## src/hdl/assert_macros.svh

```systemverilog
// Assertion macros used by the percentile select core.
`ifndef ASSERT_MACROS_SVH
`define ASSERT_MACROS_SVH

// Checked on every rising clock edge outside reset.
`define PSEL_ASSERT(label, prop, msg) \
   label: assert property (@(posedge clock) disable iff (reset) prop) else $error(msg);

// Checked on every rising clock edge, reset included.
`define PSEL_ASSERT_ALWAYS(label, prop, msg) \
   label: assert property (@(posedge clock) prop) else $error(msg);

`endif

```

## src/hdl/psel_cell.sv

```systemverilog
// One cell of the sorted insertion chain: holds one sample at a fixed rank.
`default_nettype none

module psel_cell #(
   parameter int unsigned WIDTH = 16,
   parameter int unsigned CNT_W = 9,
   parameter int unsigned INDEX = 0
) (
   input  wire logic             clock,
   input  wire logic             load_en,
   input  wire logic [WIDTH-1:0] new_sample,
   input  wire logic [CNT_W-1:0] count,
   input  wire logic             prev_gt,
   input  wire logic [WIDTH-1:0] prev_value,
   output logic                  gt,
   output logic [WIDTH-1:0]      value
);

   logic [WIDTH-1:0] value_ff;
   logic [WIDTH-1:0] value_in;
   logic             occupied;

   // The cell holds a live sample when its rank lies below the fill count.
   assign occupied = (count > CNT_W'(INDEX));

   // Strictly greater, so an equal sample lands after the ones already held.
   assign gt    = occupied && (value_ff > new_sample);
   assign value = value_ff;

   always_comb begin
      value_in = value_ff;
      if (load_en) begin
         if (prev_gt) begin
            value_in = prev_value;
         end else if (gt || !occupied) begin
            value_in = new_sample;
         end
      end
   end

   always_ff @(posedge clock) begin
      value_ff <= value_in;
   end

endmodule

`default_nettype wire

```

## config.mk

```make
export PLATFORM = sky130hd
export DESIGN_NAME = psel_cell
export DESIGN_NICKNAME = d
export VERILOG_FILES = /design/src/hdl/assert_macros.svh /design/src/hdl/psel_cell.sv
export SDC_FILE = /design/constraint.sdc
export NUM_CORES = 1
export LEC_CHECK = 0
export BUFFER_PORTS_ARGS = -buffer_cell sky130_fd_sc_hd__buf_2
export CORE_MARGIN = 4
export CORE_UTILIZATION = 44
export DETAILED_ROUTE_END_ITERATION = 10
export PLACE_DENSITY = 0.85
export SLEW_MARGIN = 20
export SYNTH_ARGS = -nofsm -noshare
export SYNTH_HDL_FRONTEND = slang
export SYNTH_SLANG_ARGS = --single-unit
```

## constraint.sdc

```tcl
create_clock -name clock -period 2.6 [get_ports clock]
set_clock_uncertainty 0.1 [all_clocks]
set_input_delay 0.26 -clock clock [delete_from_list [all_inputs] [get_ports clock]]
set_output_delay 0.26 -clock clock [all_outputs]
set_load 0.02 [all_outputs]
```

==> key figures, run 1 <==
GRT
  – Global route total overflow: 0
  – Via count of the first global-routing pass: 1050
  – Overall routing resource usage: 17.96%
  – Antenna violations before repair: 0
  – Global-route wire length before repair: 4567 um
  – Largest net degree at the start of global routing: 32

Synth
  – Cell Area, Synth: 1094 sq um
  – Most used flip-flop cell after synthesis: sky130_fd_sc_hd__edfxtp_1
  – Top post-synthesis cells by area: sky130_fd_sc_hd__edfxtp_1 44%, sky130_fd_sc_hd__ha_1 18%, sky130_fd_sc_hd__nand2_1 7.2%
  – Share of the synthesized area in compound gates (AO/OA/AOI/OAI): 15.90%
  – Share of the yosys chip area belonging to registers: 43.94%
  – Synthesized area divided by synthesized cell count: 9.347 sq um
  – Ys Warns: 0
  – Fraction of post-synthesis cell area in the top cell type by area: 43.94%
  – Instance count of the mapped netlist: 117
  – Share of flip-flops with an asynchronous set or reset: 0%
  – Synthesized-area fraction occupied by adder cells: 18.31%
  – Share of synthesized area spent on multiplexers: 1.030%
  – Most used standard cells in the synthesized netlist: 21 x sky130_fd_sc_hd__nand2_1, 18 x sky130_fd_sc_hd__inv_1, 16 x sky130_fd_sc_hd__edfxtp_1, 16 x sky130_fd_sc_hd__ha_1, 10 x sky130_fd_sc_hd__o21ai_0
  – Fraction of the mapped netlist area in simple logic gates: 13.62%
  – Syn nets: 177
  – Cell type with the highest aggregate area in the netlist: sky130_fd_sc_hd__edfxtp_1
  – Dominant combinational cell family by area after synthesis: adder cells
  – Xor/xnor cell area share of the yosys netlist: 0%
  – Synth cell types: 22
  – Number of register bits inferred by synthesis: 16
  – Number of flops mapped to enable cells by yosys: 16
  – Most used standard cell by instance count after synthesis: sky130_fd_sc_hd__nand2_1

Pwr
  – Total chip power: 0.0006968 W
  – Cell leakage power: 0.7619 nW
  – Power density relative to cell area: 480.1 nW/um^2
  – Max VDD drop: 0.2558 mV

STA
  – Post-route clock period utilization: 94.23%
  – Unrepaired setup endpoints after global routing: false
  – Max frequency: 408.2 MHz
  – Total negative setup slack: 0 ns
  – Final Max Tran Viols: 0
  – Post-layout minimum cycle time: 2.450 ns
  – Number of setup violations in the final report: 0
  – Worst Tran Pin Value: 0.4284 ns
  – Final Hold Viols: 0
  – Worst relative slew slack: 71.44%

Critical path
  – Worst reg2reg startpoint: value[13]$_DFFE_PP_
  – CP Capture Point: gt
  – Maximum fanout along the worst path: 3
  – R2R Setup Slk: 0.27 ns
  – Critical Path Slowest Stage Cell: sky130_fd_sc_hd__edfxtp_1
  – Critical path's largest stage delay: 0.43 ns
  – Ordered cell list for the critical path: ha_1 > nand4_2 > nor4_2 > a211o_1 > and3_1 > buf_2
  – Data arrival time of the critical path: 2.09 ns
  – Worst setup EP type: primary output
  – Startpoint Class: flop
  – Critical Path RT: 2.24 ns
  – Reg2Reg Capture Point: value[0]$_DFFE_PP_
  – Path type of the worst setup path: flop to primary output
  – Launch point of the critical path: value[13]$_DFFE_PP_
  – Depth of the worst register-to-register path: 5

Detailed routing
  – DR vias: 1046
  – Iteration-0 DRC Markers: 35
  – Final WL: 2877 um
  – Routed Antenna Nets: 0
  – Total iterations of the first detailed-routing run: 4
  – Via density per instance: 5.053
  – DRC violation count after routing: 0
  – Average wire per cell in the routed design: 13.90 um

Clock network
  – Buffer depth of the longest clock path: 2
  – Number of clock buffers inserted by TritonCTS: 3
  – Number of H-tree levels: 1
  – Worst-Skew Late Latency: 0.29 ns
  – Clock transition at the register clock pins on the worst setup and hold paths after CTS: 0.11 ns
  – Clock tree from TritonCTS: built
  – TritonCTS Sinks: 16
  – Cell at the root of the clock tree: sky130_fd_sc_hd__clkbuf_4

Min path
  – Origin of the worst min-delay path: prev_value[15]
  – Path type of the worst min-delay path: input pin to flop

Run status
  – Outcome: finished clean

Floorplanning
  – Overall die width: 57.86 um
  – Row count: 17
  – IO Pins: 61
  – Die Height: 57.86 um
  – Overall die area: 3347 sq um
  – Core footprint: 2297 sq um
  – Starting density of the core: 47.60%

Finish
  – Layout cells sized above 1: 37.99%
  – Max FFs per register: 16
  – Nets: 240
  – Antenna Diode Count: 0
  – Area growth from synthesis to layout: 32.72%
  – End-of-flow core utilization: 63.18%

Job
  – Max-capacitance violation count: 0

Place
  – Port Buffers: 60
  – Final weighted congestion in routability-driven placement: 0.7774
  – Post-detail-place hpwl: 2354 um
-- placed cells by master, fill, tap and decap left out --
cell / netlist / final
sky130_fd_sc_hd__nand2_1: 21 / 21
sky130_fd_sc_hd__mux2_1: 1 / 1
sky130_fd_sc_hd__clkbuf_4: 0 / 3
sky130_fd_sc_hd__inv_1: 18 / 18
sky130_fd_sc_hd__nand3_1: 2 / 2
sky130_fd_sc_hd__o21ai_2: 1 / 1
sky130_fd_sc_hd__a21o_1: 2 / 2
sky130_fd_sc_hd__nor3_1: 1 / 1
sky130_fd_sc_hd__o21ai_1: 7 / 7
sky130_fd_sc_hd__o21ai_0: 10 / 10
sky130_fd_sc_hd__nor4_1: 1 / 1
sky130_fd_sc_hd__buf_4: 0 / 1
sky130_fd_sc_hd__and3_1: 1 / 1
sky130_fd_sc_hd__nor2_1: 3 / 3
sky130_fd_sc_hd__a31o_2: 0 / 1
sky130_fd_sc_hd__a21boi_0: 1 / 1
sky130_fd_sc_hd__nand4_1: 1 / 1
sky130_fd_sc_hd__ha_1: 16 / 16
sky130_fd_sc_hd__clkinv_1: 0 / 1
sky130_fd_sc_hd__buf_2: 0 / 60
sky130_fd_sc_hd__a21oi_1: 8 / 8
sky130_fd_sc_hd__edfxtp_1: 16 / 16
sky130_fd_sc_hd__nand4_2: 1 / 1
sky130_fd_sc_hd__nor4_2: 1 / 1
sky130_fd_sc_hd__a211o_1: 1 / 1
-- through the flow --
stage          hold slack (ns)  setup slack (ns)  cell area [sq um]  std cells
3_5_place_dp            0.4417           0.08516               1425        203
3_3_place_gp            0.4408            0.1775               1425        203
2_1_floorplan           0.3512            0.2177               1094        117
6_report                0.1411            0.1500               1451        207
4_1_cts                 0.1401           0.06255               1451        207
5_1_grt                 0.1559          0.004068               1451        207
-- area by class of cell --
class / count / area, sq um
Fill cell: 200 / 845.8
Multi-Input combinational cell: 80 / 534.3
Sequential cell: 16 / 480.5
Timing Repair Buffer: 61 / 307.8
Inverter: 18 / 67.56
Tap cell: 28 / 35.03
Clock buffer: 3 / 22.52
Clock inverter: 1 / 3.754
-- kinds of logic (layout without fill, tap and decap cells) --
family / after synthesis / after routing
adder cells (fa/ha/maj): 16 / 16
multiplexers: 1 / 1
flip-flops: 16 / 16
AND/OR/NAND/NOR: 32 / 32
buffers and inverters: 21 / 83
AO/OA/AOI/OAI: 31 / 31
-- routing by layer --
metal  GRT usage (%)  part of all wire (%)  vias to the layer above
li1                -                     -                      533
met1           20.25                    40                      467
met2           33.39                    52                       40
met3           2.450                   5.8                        6
met4           7.616                   2.0                        0
met5               0                     0                        -
-- where the power goes --
group,leakage (nW),internal (W),switching [W]
Clock,0.0154,0.0000557,0.0000867
Sequential,0.156,0.000319,0.0000136
Combinational,0.591,0.0000899,0.000132
-- worst max-delay path, delay by kind of cell (launching register included) --
family / cells / cell delay [ns]
fa+ha+maj: 1 / 0.34
flops: 1 / 0.43
simple gates: 3 / 0.67
compound gates: 1 / 0.19
buf+inv: 1 / 0.17
-- worst min-delay path by stage --
stage	endpoint	slack (ns)	cells past startpoint
6_report	value[15]$_DFFE_PP_	0.14	3
5_1_grt	value[0]$_DFFE_PP_	0.16	2
4_1_cts	value[15]$_DFFE_PP_	0.14	3
3_5_place_dp	value[15]$_DFFE_PP_	0.44	3
3_3_place_gp	value[15]$_DFFE_PP_	0.44	3
2_1_floorplan	value[15]$_DFFE_PP_	0.35	2
-- what timing repair did --
item                                   4_1_cts  5_1_grt
setup endpoints to repair                    0       16
endpoints found under the hold margin        0        0
hold buffers                                 0        0
resized for setup                            0        1
setup buffers                                0        0
Note: power is estimated with default switching activity, not from simulation.
==> run 2, diff against run 1 <==
clock period = 2.8 ns   (was 2.6 ns; I/O delays follow)
==> run 2 against run 1 <==
Effect of this change: cell count increased by 0.48%; utilization up 0.33 points; count of clock-buffer cells in the layout unchanged; first-iteration DRC count decreased by 11%; global-route usage shrank 0.76 points; power shrank 8.3%; sequential share of layout area decreased by 0.17 points; setup slack better by 0.19 ns; clock power is 14% lower; register-to-register slack better by 0.33 ns; routed wire length fell by 4.9%; highest routed layer unchanged.
==> key figures, run 2 (synthesized netlist as in run 1, its figures left out) <==
Detailed routing
  – DR vias: 1055
  – Average wire per cell in the routed design: 13.15 um
  – Iteration-0 DRC Markers: 31
  – Via density per instance: 5.072
  – DRC violation count after routing: 0
  – Final WL: 2735 um
  – Routed Antenna Nets: 0
  – Total iterations of the first detailed-routing run: 4

Place
  – Port Buffers: 60
  – Post-placement setup slack: 0.6020 ns
  – Post-detail-place hpwl: 2377 um
  – Final weighted congestion in routability-driven placement: 0.7367

Clock network
  – Cell at the root of the clock tree: sky130_fd_sc_hd__clkbuf_4
  – Worst-Skew Late Latency: 0.28 ns
  – Number of clock buffers inserted by TritonCTS: 3
  – TritonCTS Sinks: 16
  – Count of hold-fix buffers inserted at cts: 0
  – Buffer depth of the longest clock path: 2
  – Number of buffers added for setup after CTS: 0
  – Clock transition at the register clock pins on the worst setup and hold paths after CTS: 0.10 ns
  – Number of H-tree levels: 1
  – Clock tree from TritonCTS: built
  – Count of cells resized by post-cts repair: 0

Finish
  – Layout cells sized above 1: 37.78%
  – Nets: 241
  – Area growth from synthesis to layout: 33.41%
  – Antenna Diode Count: 0
  – Leading cell type in the layout, fill and taps excluded: sky130_fd_sc_hd__buf_2
  – End-of-flow core utilization: 63.51%
  – Number of fill cells: 202
  – Max FFs per register: 16
  – Highest-count cells in the layout ignoring fill and taps: 60 x sky130_fd_sc_hd__buf_2, 21 x sky130_fd_sc_hd__nand2_1, 18 x sky130_fd_sc_hd__inv_1

Critical path
  – Critical Path RT: 2.42 ns
  – Startpoint Class: flop
  – Path type of the worst setup path: flop to primary output
  – R2R Setup Slk: 0.60 ns
  – Worst setup EP type: primary output
  – Maximum fanout along the worst path: 3
  – Data arrival time of the critical path: 2.08 ns

GRT
  – Overall routing resource usage: 17.19%
  – Largest net degree at the start of global routing: 33
  – Global route total overflow: 0
  – Via count of the first global-routing pass: 1147
  – Global-route wire length before repair: 4505 um
  – Antenna violations before repair: 0

Pwr
  – Total chip power: 0.0006387 W
  – Net switching power figure: 0.0002048 W
  – Max VDD drop: 0.2906 mV
  – Power density relative to cell area: 437.8 nW/um^2
  – Cell leakage power: 0.7664 nW
  – Relative contribution of combinational cells to total power: 32.6%
  – Power share of the sequential group: 48.4%
  – Fraction of power spent switching nets: 32.06%
  – Internal portion of total power: 0.0004339 W
  – Clock power frac: 19.0%

Floorplanning
  – Die Height: 57.86 um
  – Overall die area: 3347 sq um
  – Starting density of the core: 47.60%
  – IO Pins: 61
  – Core footprint: 2297 sq um
  – Row count: 17
  – Overall die width: 57.86 um

STA
  – Total negative setup slack: 0 ns
  – Max frequency: 406.9 MHz
  – Post-layout minimum cycle time: 2.458 ns
  – Worst Tran Pin Value: 0.5010 ns
  – Unrepaired setup endpoints after global routing: false
  – Slack of the critical path: 0.3421 ns
  – Worst relative slew slack: 66.60%
  – Final Max Tran Viols: 0
  – Final Hold Viols: 0
  – Number of setup violations in the final report: 0
  – Post-route clock period utilization: 87.78%

Job
  – Max-capacitance violation count: 0

Min path
  – Path type of the worst min-delay path: input pin to flop

Run status
  – Outcome: finished clean
[run 2: worst paths after layout]
path,from,to,cells after the start
hold / removal,prev_value[7],value[7]$_DFFE_PP_,3
hold reg to reg,value[2]$_DFFE_PP_,value[5]$_DFFE_PP_,6
setup reg to reg,value[15]$_DFFE_PP_,value[12]$_DFFE_PP_,7
setup / recovery,value[15]$_DFFE_PP_,gt,7
[run 2: final cells by class]
type                    instances  area, sq um  share of cell area, %
multi-input cells              80        534.3                  36.62
clock buffers                   3        22.52                  1.544
inverters                      18        67.56                  4.631
repair buffers                 62        315.3                  21.61
flip-flops and latches         16        480.5                  32.93
clock inverters                 1        3.754                 0.2573
well taps                      28        35.03                  2.401
[run 2: worst max-delay path, stage by stage, from the launching register on]
cell and delay, ns:
sky130_fd_sc_hd__edfxtp_1 0.40, sky130_fd_sc_hd__ha_1 0.35, sky130_fd_sc_hd__a21oi_1 0.15, sky130_fd_sc_hd__o21ai_1 0.11, sky130_fd_sc_hd__a21o_1 0.18, sky130_fd_sc_hd__a211o_1 0.28
sky130_fd_sc_hd__and3_1 0.18, sky130_fd_sc_hd__buf_2 0.16
[run 2: layer usage]
metal	track usage (%)	part of all wire, %
met5	0	0
met4	7.616	2.2
met3	3.118	6.1
met2	34.03	53
met1	16.99	38
[run 2: power by group through the flow]
| stage | clock network (W) | registers [W] | logic [W] |
|---|---|---|---|
| after detailed placement | 0 | 0.000315 | 0.000210 |
| after global routing | 0.000139 | 0.000312 | 0.000233 |
| after floorplan | 0 | 0.000343 | 0.0000955 |
| after global placement | 0 | 0.000313 | 0.000199 |
| after CTS | 0.000124 | 0.000309 | 0.000211 |
| final | 0.000122 | 0.000309 | 0.000208 |
[run 2: stage by stage]
stage               area, sq um  instances  hold slack (ns)
global placement           1433        204           0.4652
CTS                        1459        208           0.1721
floorplan                  1094        117           0.3712
global route               1459        208           0.1694
detailed placement         1433        204           0.4655
finish                     1459        208           0.1758
