File: config.mk
export PLATFORM = sky130hd
export DESIGN_NAME = psel_rank_div
export DESIGN_NICKNAME = d
export VERILOG_FILES = /design/src/hdl/assert_macros.svh /design/src/hdl/psel_pkg.sv /design/src/hdl/psel_rank_div.sv
export SDC_FILE = /design/constraint.sdc
export NUM_CORES = 1
export LEC_CHECK = 0
export BUFFER_PORTS_ARGS = -buffer_cell sky130_fd_sc_hd__buf_2
export CORE_MARGIN = 4
export CORE_UTILIZATION = 35
export CTS_BUF_LIST = sky130_fd_sc_hd__clkbuf_2
export DETAILED_ROUTE_END_ITERATION = 8
export GPL_TIMING_DRIVEN = 1
export PLACE_DENSITY_LB_ADDON = 0.25
export SLEW_MARGIN = 10
export SYNTH_ARGS = -nofsm -noshare
export SYNTH_HDL_FRONTEND = slang
export SYNTH_SLANG_ARGS = --single-unit
File: constraint.sdc
create_clock -name clock -period 6.5 [get_ports clock]
set_clock_uncertainty 0.15 [all_clocks]
set_input_delay 0.65 -clock clock [delete_from_list [all_inputs] [get_ports clock]]
set_output_delay 0.65 -clock clock [all_outputs]
set_load 0.05 [all_outputs]
File: src/hdl/assert_macros.svh
// Assertion macros used by the percentile select core.
`ifndef ASSERT_MACROS_SVH
`define ASSERT_MACROS_SVH

// Checked on every rising clock edge outside reset.
`define PSEL_ASSERT(label, prop, msg) \
   label: assert property (@(posedge clock) disable iff (reset) prop) else $error(msg);

// Checked on every rising clock edge, reset included.
`define PSEL_ASSERT_ALWAYS(label, prop, msg) \
   label: assert property (@(posedge clock) prop) else $error(msg);

`endif

File: src/hdl/psel_pkg.sv
// Shared types and constants of the percentile select block.
`default_nettype none

package psel_pkg;

   // Operation codes of a request.
   localparam logic [1:0] OP_CLEAR = 2'd0;
   localparam logic [1:0] OP_LOAD  = 2'd1;
   localparam logic [1:0] OP_QUERY = 2'd2;

   // Result status codes.
   localparam logic [1:0] ST_OK    = 2'd0;
   localparam logic [1:0] ST_EMPTY = 2'd1;
   localparam logic [1:0] ST_FULL  = 2'd2;

   // Percent scale and the rounding offset added before dividing by it.
   localparam int unsigned PCT_SCALE = 100;
   localparam int unsigned PCT_HALF  = PCT_SCALE / 2;

   localparam int unsigned PERCENT_W = 7;
   localparam int unsigned VALUE_W   = 16;

   typedef struct packed {
      logic [1:0]           opcode;
      logic [VALUE_W-1:0]   sample;
      logic [PERCENT_W-1:0] percent;
   } req_type;

   typedef struct packed {
      logic [VALUE_W-1:0] value;
      logic [1:0]         status;
   } rsp_type;

   // Status of the rank divider as seen by the controller.
   typedef struct packed {
      logic busy;
      logic done;
   } div_status_type;

endpackage

`default_nettype wire

File: src/hdl/psel_rank_div.sv
// Reciprocal multiplier that turns count*p+50 into a rank by dividing by 100.
`default_nettype none

module psel_rank_div #(
   parameter int unsigned CNT_W = 9
) (
   input  wire logic                 clock,
   input  wire logic                 reset,
   input  wire logic                 start,
   input  wire logic [CNT_W+6:0]     dividend,
   output psel_pkg::div_status_type  status,
   output logic [CNT_W:0]            quotient
);

   localparam int unsigned N_W = CNT_W + 7;
   localparam int unsigned Q_W = CNT_W + 1;

   // The reciprocal is ceil(2^SH / 100). Its excess over the exact value is
   // below 100, so with SH = N_W + 7 the product error stays under 2^N_W
   // (1/128 of a quotient step) for every N_W-bit dividend; the quotient is exact.
   localparam int unsigned SH  = N_W + 7;
   localparam int unsigned M_W = SH - 5;
   localparam int unsigned P_W = N_W + M_W;
   localparam logic [M_W-1:0] RECIP =
      M_W'(((64'd1 << SH) + 64'(psel_pkg::PCT_SCALE) - 64'd1) /
           64'(psel_pkg::PCT_SCALE));

   logic [N_W-1:0] dvd_ff, dvd_in;
   logic [Q_W-1:0] quot_ff, quot_in;
   logic           busy_ff, busy_in;
   logic           done_ff, done_in;
   logic [P_W-1:0] product;

   // The dividend is registered first so the rank product and this multiply
   // never sit in the same cycle.
   assign product = P_W'(dvd_ff) * P_W'(RECIP);

   always_comb begin
      dvd_in  = dvd_ff;
      quot_in = quot_ff;
      busy_in = 1'b0;
      done_in = 1'b0;
      if (start) begin
         dvd_in  = dividend;
         busy_in = 1'b1;
      end else if (busy_ff) begin
         quot_in = product[SH +: Q_W];
         done_in = 1'b1;
      end
   end

   always_ff @(posedge clock) begin
      if (reset) begin
         busy_ff <= 1'b0;
         done_ff <= 1'b0;
      end else begin
         busy_ff <= busy_in;
         done_ff <= done_in;
      end
      dvd_ff  <= dvd_in;
      quot_ff <= quot_in;
   end

   assign status.busy = busy_ff;
   assign status.done = done_ff;
   assign quotient    = quot_ff;

endmodule

`default_nettype wire

==> flow_results.xml, run 1 <==
<?xml version="1.0" encoding="UTF-8"?>
<metrics>
  <group name="outcome">
    <metric name="run_status" unit="">complete, no violations</metric>
  </group>
  <group name="synth">
    <metric name="ys_ff_latch" unit="">28</metric>
    <metric name="synth_fp_nets" unit="">760</metric>
    <metric name="post_synth.cell_area_avg" unit="um^2">10.9</metric>
    <metric name="yosys_warn_count" unit="">0</metric>
    <metric name="post_synth_edffs" unit="">26</metric>
    <metric name="netlist_area" unit="mm^2">0.00557</metric>
    <metric name="ys_dominant_reg_cell" unit="">sky130_fd_sc_hd__edfxtp_1</metric>
    <metric name="ys_types" unit="">33</metric>
    <metric name="ys_seq_area_share" unit="%">14.7</metric>
    <metric name="synth_async_sr_flop_share" unit="%">0</metric>
    <metric name="syn_inst" unit="">511</metric>
  </group>
  <group name="layout">
    <metric name="layout-area-overhead-vs-synth" unit="%">8.51</metric>
    <metric name="drive_gt1_share" unit="%">8.55</metric>
    <metric name="final_area" unit="mm^2">0.00604</metric>
    <metric name="fin_nets" unit="">801</metric>
    <metric name="layout_common_cells" unit="">sky130_fd_sc_hd__inv_1 (178), sky130_fd_sc_hd__ha_1 (133), sky130_fd_sc_hd__fa_1 (97)</metric>
    <metric name="layout_commonest_cell" unit="">sky130_fd_sc_hd__inv_1</metric>
    <metric name="antenna-diode-count" unit="">0</metric>
  </group>
  <group name="setup_path">
    <metric name="regToRegStartpoint" unit="">dvd_ff[14]$_DFFE_PP_</metric>
    <metric name="critical_path.startpoint_type" unit="">flip-flop</metric>
    <metric name="critPathKind" unit="">flip-flop to flip-flop</metric>
    <metric name="cp.arrival" unit="ns">6.28</metric>
    <metric name="timing.critical_path.to" unit="">quotient[9]$_DFFE_PP_</metric>
    <metric name="timing.reg2reg.setup_slack" unit="ns">0.26</metric>
    <metric name="crit_fanout" unit="">6</metric>
    <metric name="rr_endpoint" unit="">quotient[9]$_DFFE_PP_</metric>
    <metric name="cp-startpoint" unit="">dvd_ff[14]$_DFFE_PP_</metric>
    <metric name="worst_ep_required_time" unit="ns">6.54</metric>
    <metric name="reg2regPathDepth" unit="">19</metric>
    <metric name="cp-end-kind" unit="">flip-flop</metric>
  </group>
  <group name="clock_network">
    <metric name="cts_num_sinks" unit="">28</metric>
    <metric name="cts_resized" unit="">0</metric>
    <metric name="htreeDepth" unit="">1</metric>
    <metric name="clk_latency" unit="ns">0.38</metric>
    <metric name="clockRootBuffer" unit="">sky130_fd_sc_hd__clkbuf_2</metric>
    <metric name="cts_hold_buffers" unit="">0</metric>
    <metric name="tritoncts_buffers" unit="">3</metric>
    <metric name="cts_buffer_depth" unit="">2</metric>
    <metric name="cts_tree" unit="">yes</metric>
    <metric name="clk_pin_slew_worst_paths" unit="ns">0.26</metric>
  </group>
  <group name="routing">
    <metric name="detailroute.via_count" unit="">3325</metric>
    <metric name="detail_routed_via_count_per_cell" unit="">4.37</metric>
    <metric name="firstDrtPassIters" unit="">4</metric>
    <metric name="wl" unit="um">11000</metric>
    <metric name="post_drt_wl_per_cell" unit="um">14.4</metric>
    <metric name="drt_drc_violations_left" unit="">0</metric>
    <metric name="number_of_routed_nets_with_antenna_violations" unit="">0</metric>
    <metric name="detail_route.iter0.violations" unit="">71</metric>
  </group>
  <group name="placed_design">
    <metric name="buffer_ports.inserted" unit="">30</metric>
    <metric name="place.detailed.hpwl" unit="um">10300</metric>
    <metric name="placed_instance_area" unit="mm^2">0.00601</metric>
    <metric name="gp_congestion" unit="">0.861</metric>
  </group>
  <group name="sta">
    <metric name="final_hold_fails" unit="">0</metric>
    <metric name="fmax" unit="MHz">160</metric>
    <metric name="finalCriticalPeriod" unit="ns">6.24</metric>
    <metric name="rsz_0062_raised_after_global_routing" unit="">false</metric>
    <metric name="slew_headroom" unit="%">40.0</metric>
    <metric name="report.final.setup_viol" unit="">0</metric>
    <metric name="maxSlewViolCount" unit="">0</metric>
    <metric name="finalSetupTns" unit="ns">0</metric>
    <metric name="timing_worst_slew_pin_value" unit="ns">0.898</metric>
    <metric name="finalCritPeriodShare" unit="%">96.0</metric>
  </group>
  <group name="global_routing">
    <metric name="grt_max_degree" unit="">19</metric>
    <metric name="grtUsageTotal" unit="%">13.3</metric>
    <metric name="antenna_found_initial" unit="">0</metric>
    <metric name="grt_pass1_vias" unit="">3729</metric>
    <metric name="grt_pass1_wl" unit="um">18800</metric>
    <metric name="grt-ovfl-total" unit="">0</metric>
  </group>
  <group name="floorplan">
    <metric name="chipWidth" unit="um">134</metric>
    <metric name="floorplan.rows" unit="">45</metric>
    <metric name="die-height" unit="um">134</metric>
    <metric name="core" unit="mm^2">0.0154</metric>
    <metric name="die-area" unit="mm^2">0.0180</metric>
    <metric name="initial_core_util" unit="%">36.2</metric>
    <metric name="io-pin-count" unit="">31</metric>
  </group>
  <group name="hold_path">
    <metric name="holdCritPathClass" unit="">input pin to flip-flop</metric>
  </group>
  <group name="job">
    <metric name="maxCapViolations" unit="">0</metric>
  </group>
</metrics>
[cells by family after synthesis]
family | after synthesis | synth area share [%]
adder cells (fa/ha/maj) | 230 | 64.7
buffers and inverters | 180 | 12.3
AND/OR/NAND/NOR | 37 | 3.28
flip-flops | 28 | 14.7
AO/OA/AOI/OAI | 27 | 3.57
XOR/XNOR | 9 | 1.42
[critical path, cell delays in order, from the launching register on]
cell and delay, ns:
sky130_fd_sc_hd__edfxtp_1 0.56, sky130_fd_sc_hd__inv_1 0.13, sky130_fd_sc_hd__fa_1 0.67, sky130_fd_sc_hd__fa_1 0.46
sky130_fd_sc_hd__inv_1 0.08, sky130_fd_sc_hd__fa_1 0.44, sky130_fd_sc_hd__fa_1 0.53, sky130_fd_sc_hd__fa_1 0.55
sky130_fd_sc_hd__inv_1 0.05, sky130_fd_sc_hd__fa_1 0.53, sky130_fd_sc_hd__inv_1 0.04, sky130_fd_sc_hd__ha_1 0.26
sky130_fd_sc_hd__nand2_1 0.06, sky130_fd_sc_hd__or3_1 0.39, sky130_fd_sc_hd__a211o_1 0.26, sky130_fd_sc_hd__o221ai_2 0.33
sky130_fd_sc_hd__a21oi_4 0.14, sky130_fd_sc_hd__o21ai_2 0.17, sky130_fd_sc_hd__a31oi_1 0.11, sky130_fd_sc_hd__xnor2_1 0.13
[synth_stat cells, drive strengths merged, types with 2 or more instances]
cell type	instances	area (um^2)
edfxtp	26	781
a21oi	9	56.3
or2	2	12.5
nand3	3	15.0
nor3	4	20.0
o21a	2	15.0
dfxtp	2	40.0
ha	133	1660
xnor2	7	61.3
buf	2	15.0
inv	178	668
fa	97	1940
nand2	5	18.8
nor2b	4	25.0
o21ai	4	23.8
xor2	2	17.5
a211oi	3	22.5
a21o	3	22.5
nand4	4	25.0
nor2	11	41.3
[how the worst min path moves through the flow]
stage | depth (start not counted) | to | slack, ns | startpoint
floorplan | 1 | quotient[0]$_DFFE_PP_ | 0.57 | busy_ff$_SDFF_PP0_
global placement | 1 | quotient[2]$_DFFE_PP_ | 0.66 | busy_ff$_SDFF_PP0_
detailed placement | 1 | quotient[2]$_DFFE_PP_ | 0.67 | busy_ff$_SDFF_PP0_
CTS | 2 | busy_ff$_SDFF_PP0_ | 0.19 | reset
global route | 2 | busy_ff$_SDFF_PP0_ | 0.19 | reset
finish | 2 | busy_ff$_SDFF_PP0_ | 0.23 | reset
[layer usage]
layer	wire (um)	vias up	part of all wire, %	track usage, %
met3	379	11	3.4	2.03
met1	5190	1621	47	18.2
met5	0	-	0	0
li1	-	1654	-	-
met4	141	0	1.3	3.11
met2	5280	39	48	22.3
[stage by stage]
step	hold WS [ns]	util (%)	worst slack, ns	std cells
floorplan	0.571	-	0.691	511
global placement	0.657	39.1	0.372	755
detailed placement	0.666	39.1	0.258	755
CTS	0.190	39.2	0.241	758
global route	0.192	39.3	0.0251	761
finish	0.233	39.3	0.261	761
[area by class of cell]
type,count,area [um^2]
Fill cell,1510,9330
Inverter,178,668
Multi-Input combinational cell,303,4070
Timing Repair Buffer,38,210
Tap cell,211,264
Sequential cell,28,821
Clock buffer,3,15.0
[timing repair]
action	4_1_cts	5_1_grt
endpoints found under the hold margin	0	0
endpoints found under the setup margin	0	1
setup buffers	0	3
[registers in the layout, indices dropped and copies added (netlist names)]
name,cells
dvd_ff,16
quotient,10
busy_ff,1
done_ff,1
Power of run 1 is left out: the tool's default activity adds up to more than one toggle a clock period on the data nets, which glitch-free logic cannot reach.
==> run 2: changes to the inputs <==
==> constraint.sdc (replaced) <==
create_clock -name clock -period 5 [get_ports clock]
set_clock_uncertainty 0.15 [all_clocks]
set_input_delay 1 -clock clock [delete_from_list [all_inputs] [get_ports clock]]
set_output_delay 1 -clock clock [all_outputs]
set_load 0.05 [all_outputs]
==> run 2 against run 1 <==
The run now ends with setup timing left. Flip-flop and latch count unchanged. Cell count up 9.3%. Register-to-register slack got worse by 1.0 ns. Sequential share of layout area fell by 1.4 points.
==> flow_results.xml, run 2 (same netlist as run 1, synthesis figures left out) <==
<?xml version="1.0" encoding="UTF-8"?>
<metrics>
  <group name="routing">
    <metric name="detail_routed_via_count_per_cell" unit="">4.31</metric>
    <metric name="drt_drc_violations_left" unit="">0</metric>
    <metric name="wl" unit="um">11700</metric>
    <metric name="detail_route.iter0.violations" unit="">63</metric>
    <metric name="detailroute.via_count" unit="">3588</metric>
    <metric name="firstDrtPassIters" unit="">4</metric>
    <metric name="number_of_routed_nets_with_antenna_violations" unit="">0</metric>
    <metric name="post_drt_wl_per_cell" unit="um">14.1</metric>
  </group>
  <group name="clock_network">
    <metric name="cts_tree" unit="">yes</metric>
    <metric name="htreeDepth" unit="">1</metric>
    <metric name="clockRootBuffer" unit="">sky130_fd_sc_hd__clkbuf_2</metric>
    <metric name="clk_pin_slew_worst_paths" unit="ns">0.28</metric>
    <metric name="cts_num_sinks" unit="">28</metric>
    <metric name="cts_hold_buffers" unit="">0</metric>
    <metric name="clk_latency" unit="ns">0.39</metric>
    <metric name="cts_buffer_depth" unit="">2</metric>
    <metric name="tritoncts_buffers" unit="">3</metric>
  </group>
  <group name="layout">
    <metric name="area.sequential" unit="um^2">821</metric>
    <metric name="final_util" unit="%">43.9</metric>
    <metric name="fin_nets" unit="">871</metric>
    <metric name="largest-register" unit="">dvd_ff</metric>
    <metric name="multiInputGateArea" unit="mm^2">0.00422</metric>
    <metric name="largest_register_ffs" unit="">16</metric>
    <metric name="antenna-diode-count" unit="">0</metric>
    <metric name="drive_gt1_share" unit="%">24.3</metric>
    <metric name="layout_common_cells" unit="">sky130_fd_sc_hd__inv_1 (167), sky130_fd_sc_hd__ha_1 (127), sky130_fd_sc_hd__fa_1 (88)</metric>
    <metric name="fillCellCount" unit="">1497</metric>
    <metric name="layout_commonest_cell" unit="">sky130_fd_sc_hd__inv_1</metric>
    <metric name="layout-area-overhead-vs-synth" unit="%">21.1</metric>
  </group>
  <group name="placed_design">
    <metric name="place.detailed.hpwl" unit="um">10800</metric>
    <metric name="buffer_ports.inserted" unit="">30</metric>
    <metric name="gp_congestion" unit="">0.910</metric>
  </group>
  <group name="floorplan">
    <metric name="io-pin-count" unit="">31</metric>
    <metric name="core" unit="mm^2">0.0154</metric>
    <metric name="die-area" unit="mm^2">0.0180</metric>
    <metric name="chipWidth" unit="um">134</metric>
    <metric name="die-height" unit="um">134</metric>
    <metric name="initial_core_util" unit="%">36.2</metric>
    <metric name="floorplan.rows" unit="">45</metric>
  </group>
  <group name="sta">
    <metric name="timing_worst_slew_pin_value" unit="ns">1.02</metric>
    <metric name="final_hold_fails" unit="">0</metric>
    <metric name="slew_headroom" unit="%">31.9</metric>
    <metric name="report.final.setup_viol" unit="">10</metric>
    <metric name="rsz_0062_raised_after_global_routing" unit="">true</metric>
    <metric name="maxSlewViolCount" unit="">0</metric>
    <metric name="fmax" unit="MHz">173</metric>
    <metric name="fin_ws" unit="ns">-0.772</metric>
    <metric name="finalCritPeriodShare" unit="%">115</metric>
    <metric name="finalCriticalPeriod" unit="ns">5.77</metric>
    <metric name="finalSetupTns" unit="ns">-7.05</metric>
  </group>
  <group name="global_routing">
    <metric name="grt_max_degree" unit="">19</metric>
    <metric name="grt_pass1_vias" unit="">3988</metric>
    <metric name="grtUsageTotal" unit="%">14.1</metric>
    <metric name="antenna_found_initial" unit="">0</metric>
    <metric name="grt-ovfl-total" unit="">0</metric>
    <metric name="grt_pass1_wl" unit="um">20100</metric>
  </group>
  <group name="hold_path">
    <metric name="holdCritPathClass" unit="">input pin to flip-flop</metric>
  </group>
  <group name="setup_path">
    <metric name="critical_path.startpoint_type" unit="">flip-flop</metric>
    <metric name="worst_ep_required_time" unit="ns">5.01</metric>
    <metric name="crit_fanout" unit="">3</metric>
    <metric name="cp-end-kind" unit="">flip-flop</metric>
    <metric name="critPathKind" unit="">flip-flop to flip-flop</metric>
    <metric name="cp.arrival" unit="ns">5.78</metric>
  </group>
  <group name="job">
    <metric name="maxCapViolations" unit="">0</metric>
  </group>
  <group name="outcome">
    <metric name="run_status" unit="">finished with violations</metric>
    <metric name="failed_checks" unit="">setup timing</metric>
  </group>
</metrics>
==> run 2: layout make-up <==
| class | count | share of cell area (%) |
|---|---|---|
| Multi-Input combinational cell | 303 | 62.5 |
| Sequential cell | 28 | 12.2 |
| Timing Repair Buffer | 108 | 11.2 |
| Inverter | 178 | 9.90 |
| Tap cell | 211 | 3.91 |
| Clock buffer | 3 | 0.223 |
| Clock inverter | 1 | 0.0556 |
==> run 2: final timing paths <==
| check | start | slack (ns) | cells past startpoint | end |
|---|---|---|---|---|
| hold reg to reg | busy_ff$_SDFF_PP0_ | 0.73 | 1 | quotient[3]$_DFFE_PP_ |
| setup / recovery | dvd_ff[6]$_DFFE_PP_ | -0.77 | 19 | quotient[2]$_DFFE_PP_ |
| hold / removal | reset | 0.57 | 2 | busy_ff$_SDFF_PP0_ |
| setup reg to reg | dvd_ff[6]$_DFFE_PP_ | -0.77 | 19 | quotient[2]$_DFFE_PP_ |
==> run 2: per-layer routing <==
| metal | up-vias | track usage, % | wire, um |
|---|---|---|---|
| met5 | - | 0 | 0 |
| met3 | 7 | 0.900 | 329 |
| met1 | 1751 | 20.3 | 5640 |
| met2 | 40 | 24.1 | 5670 |
| met4 | 0 | 2.43 | 104 |
| li1 | 1790 | - | - |
==> run 2: repair_timing <==
action | CTS | global route
cloned | 0 | 0
pin swaps | 21 | 9
resized for setup | 20 | 18
endpoints found under the setup margin | 10 | 10
buffers inserted | 7 | 2
endpoints found under the hold margin | 0 | 0
==> run 2: stage by stage <==
stage | hold WS, ns | worst slack (ns) | cell area, um^2 | std cells
2_1_floorplan | 0.571 | -0.769 | 5580 | 511
3_3_place_gp | 0.665 | -1.06 | 6500 | 819
3_5_place_dp | 0.721 | -1.10 | 6500 | 819
4_1_cts | 0.528 | -0.803 | 6650 | 830
5_1_grt | 0.518 | -0.974 | 6750 | 832
6_report | 0.572 | -0.772 | 6750 | 832
==> run 2: worst max-delay path, stage by stage, from the launching register on <==
cell and delay, ns:
sky130_fd_sc_hd__edfxtp_1 0.48, sky130_fd_sc_hd__fa_2 0.61, sky130_fd_sc_hd__inv_2 0.04, sky130_fd_sc_hd__fa_1 0.47, sky130_fd_sc_hd__inv_1 0.05, sky130_fd_sc_hd__fa_1 0.51, sky130_fd_sc_hd__fa_2 0.45, sky130_fd_sc_hd__fa_1 0.50
sky130_fd_sc_hd__inv_1 0.05, sky130_fd_sc_hd__fa_1 0.47, sky130_fd_sc_hd__inv_1 0.04, sky130_fd_sc_hd__ha_1 0.27, sky130_fd_sc_hd__nand4_1 0.06, sky130_fd_sc_hd__or3_1 0.36, sky130_fd_sc_hd__a211o_1 0.27, sky130_fd_sc_hd__o221ai_4 0.25
sky130_fd_sc_hd__and2_4 0.21, sky130_fd_sc_hd__o21a_1 0.13, sky130_fd_sc_hd__nor2_1 0.05, sky130_fd_sc_hd__xnor2_1 0.12
Power of run 2 is left out for the same reason.
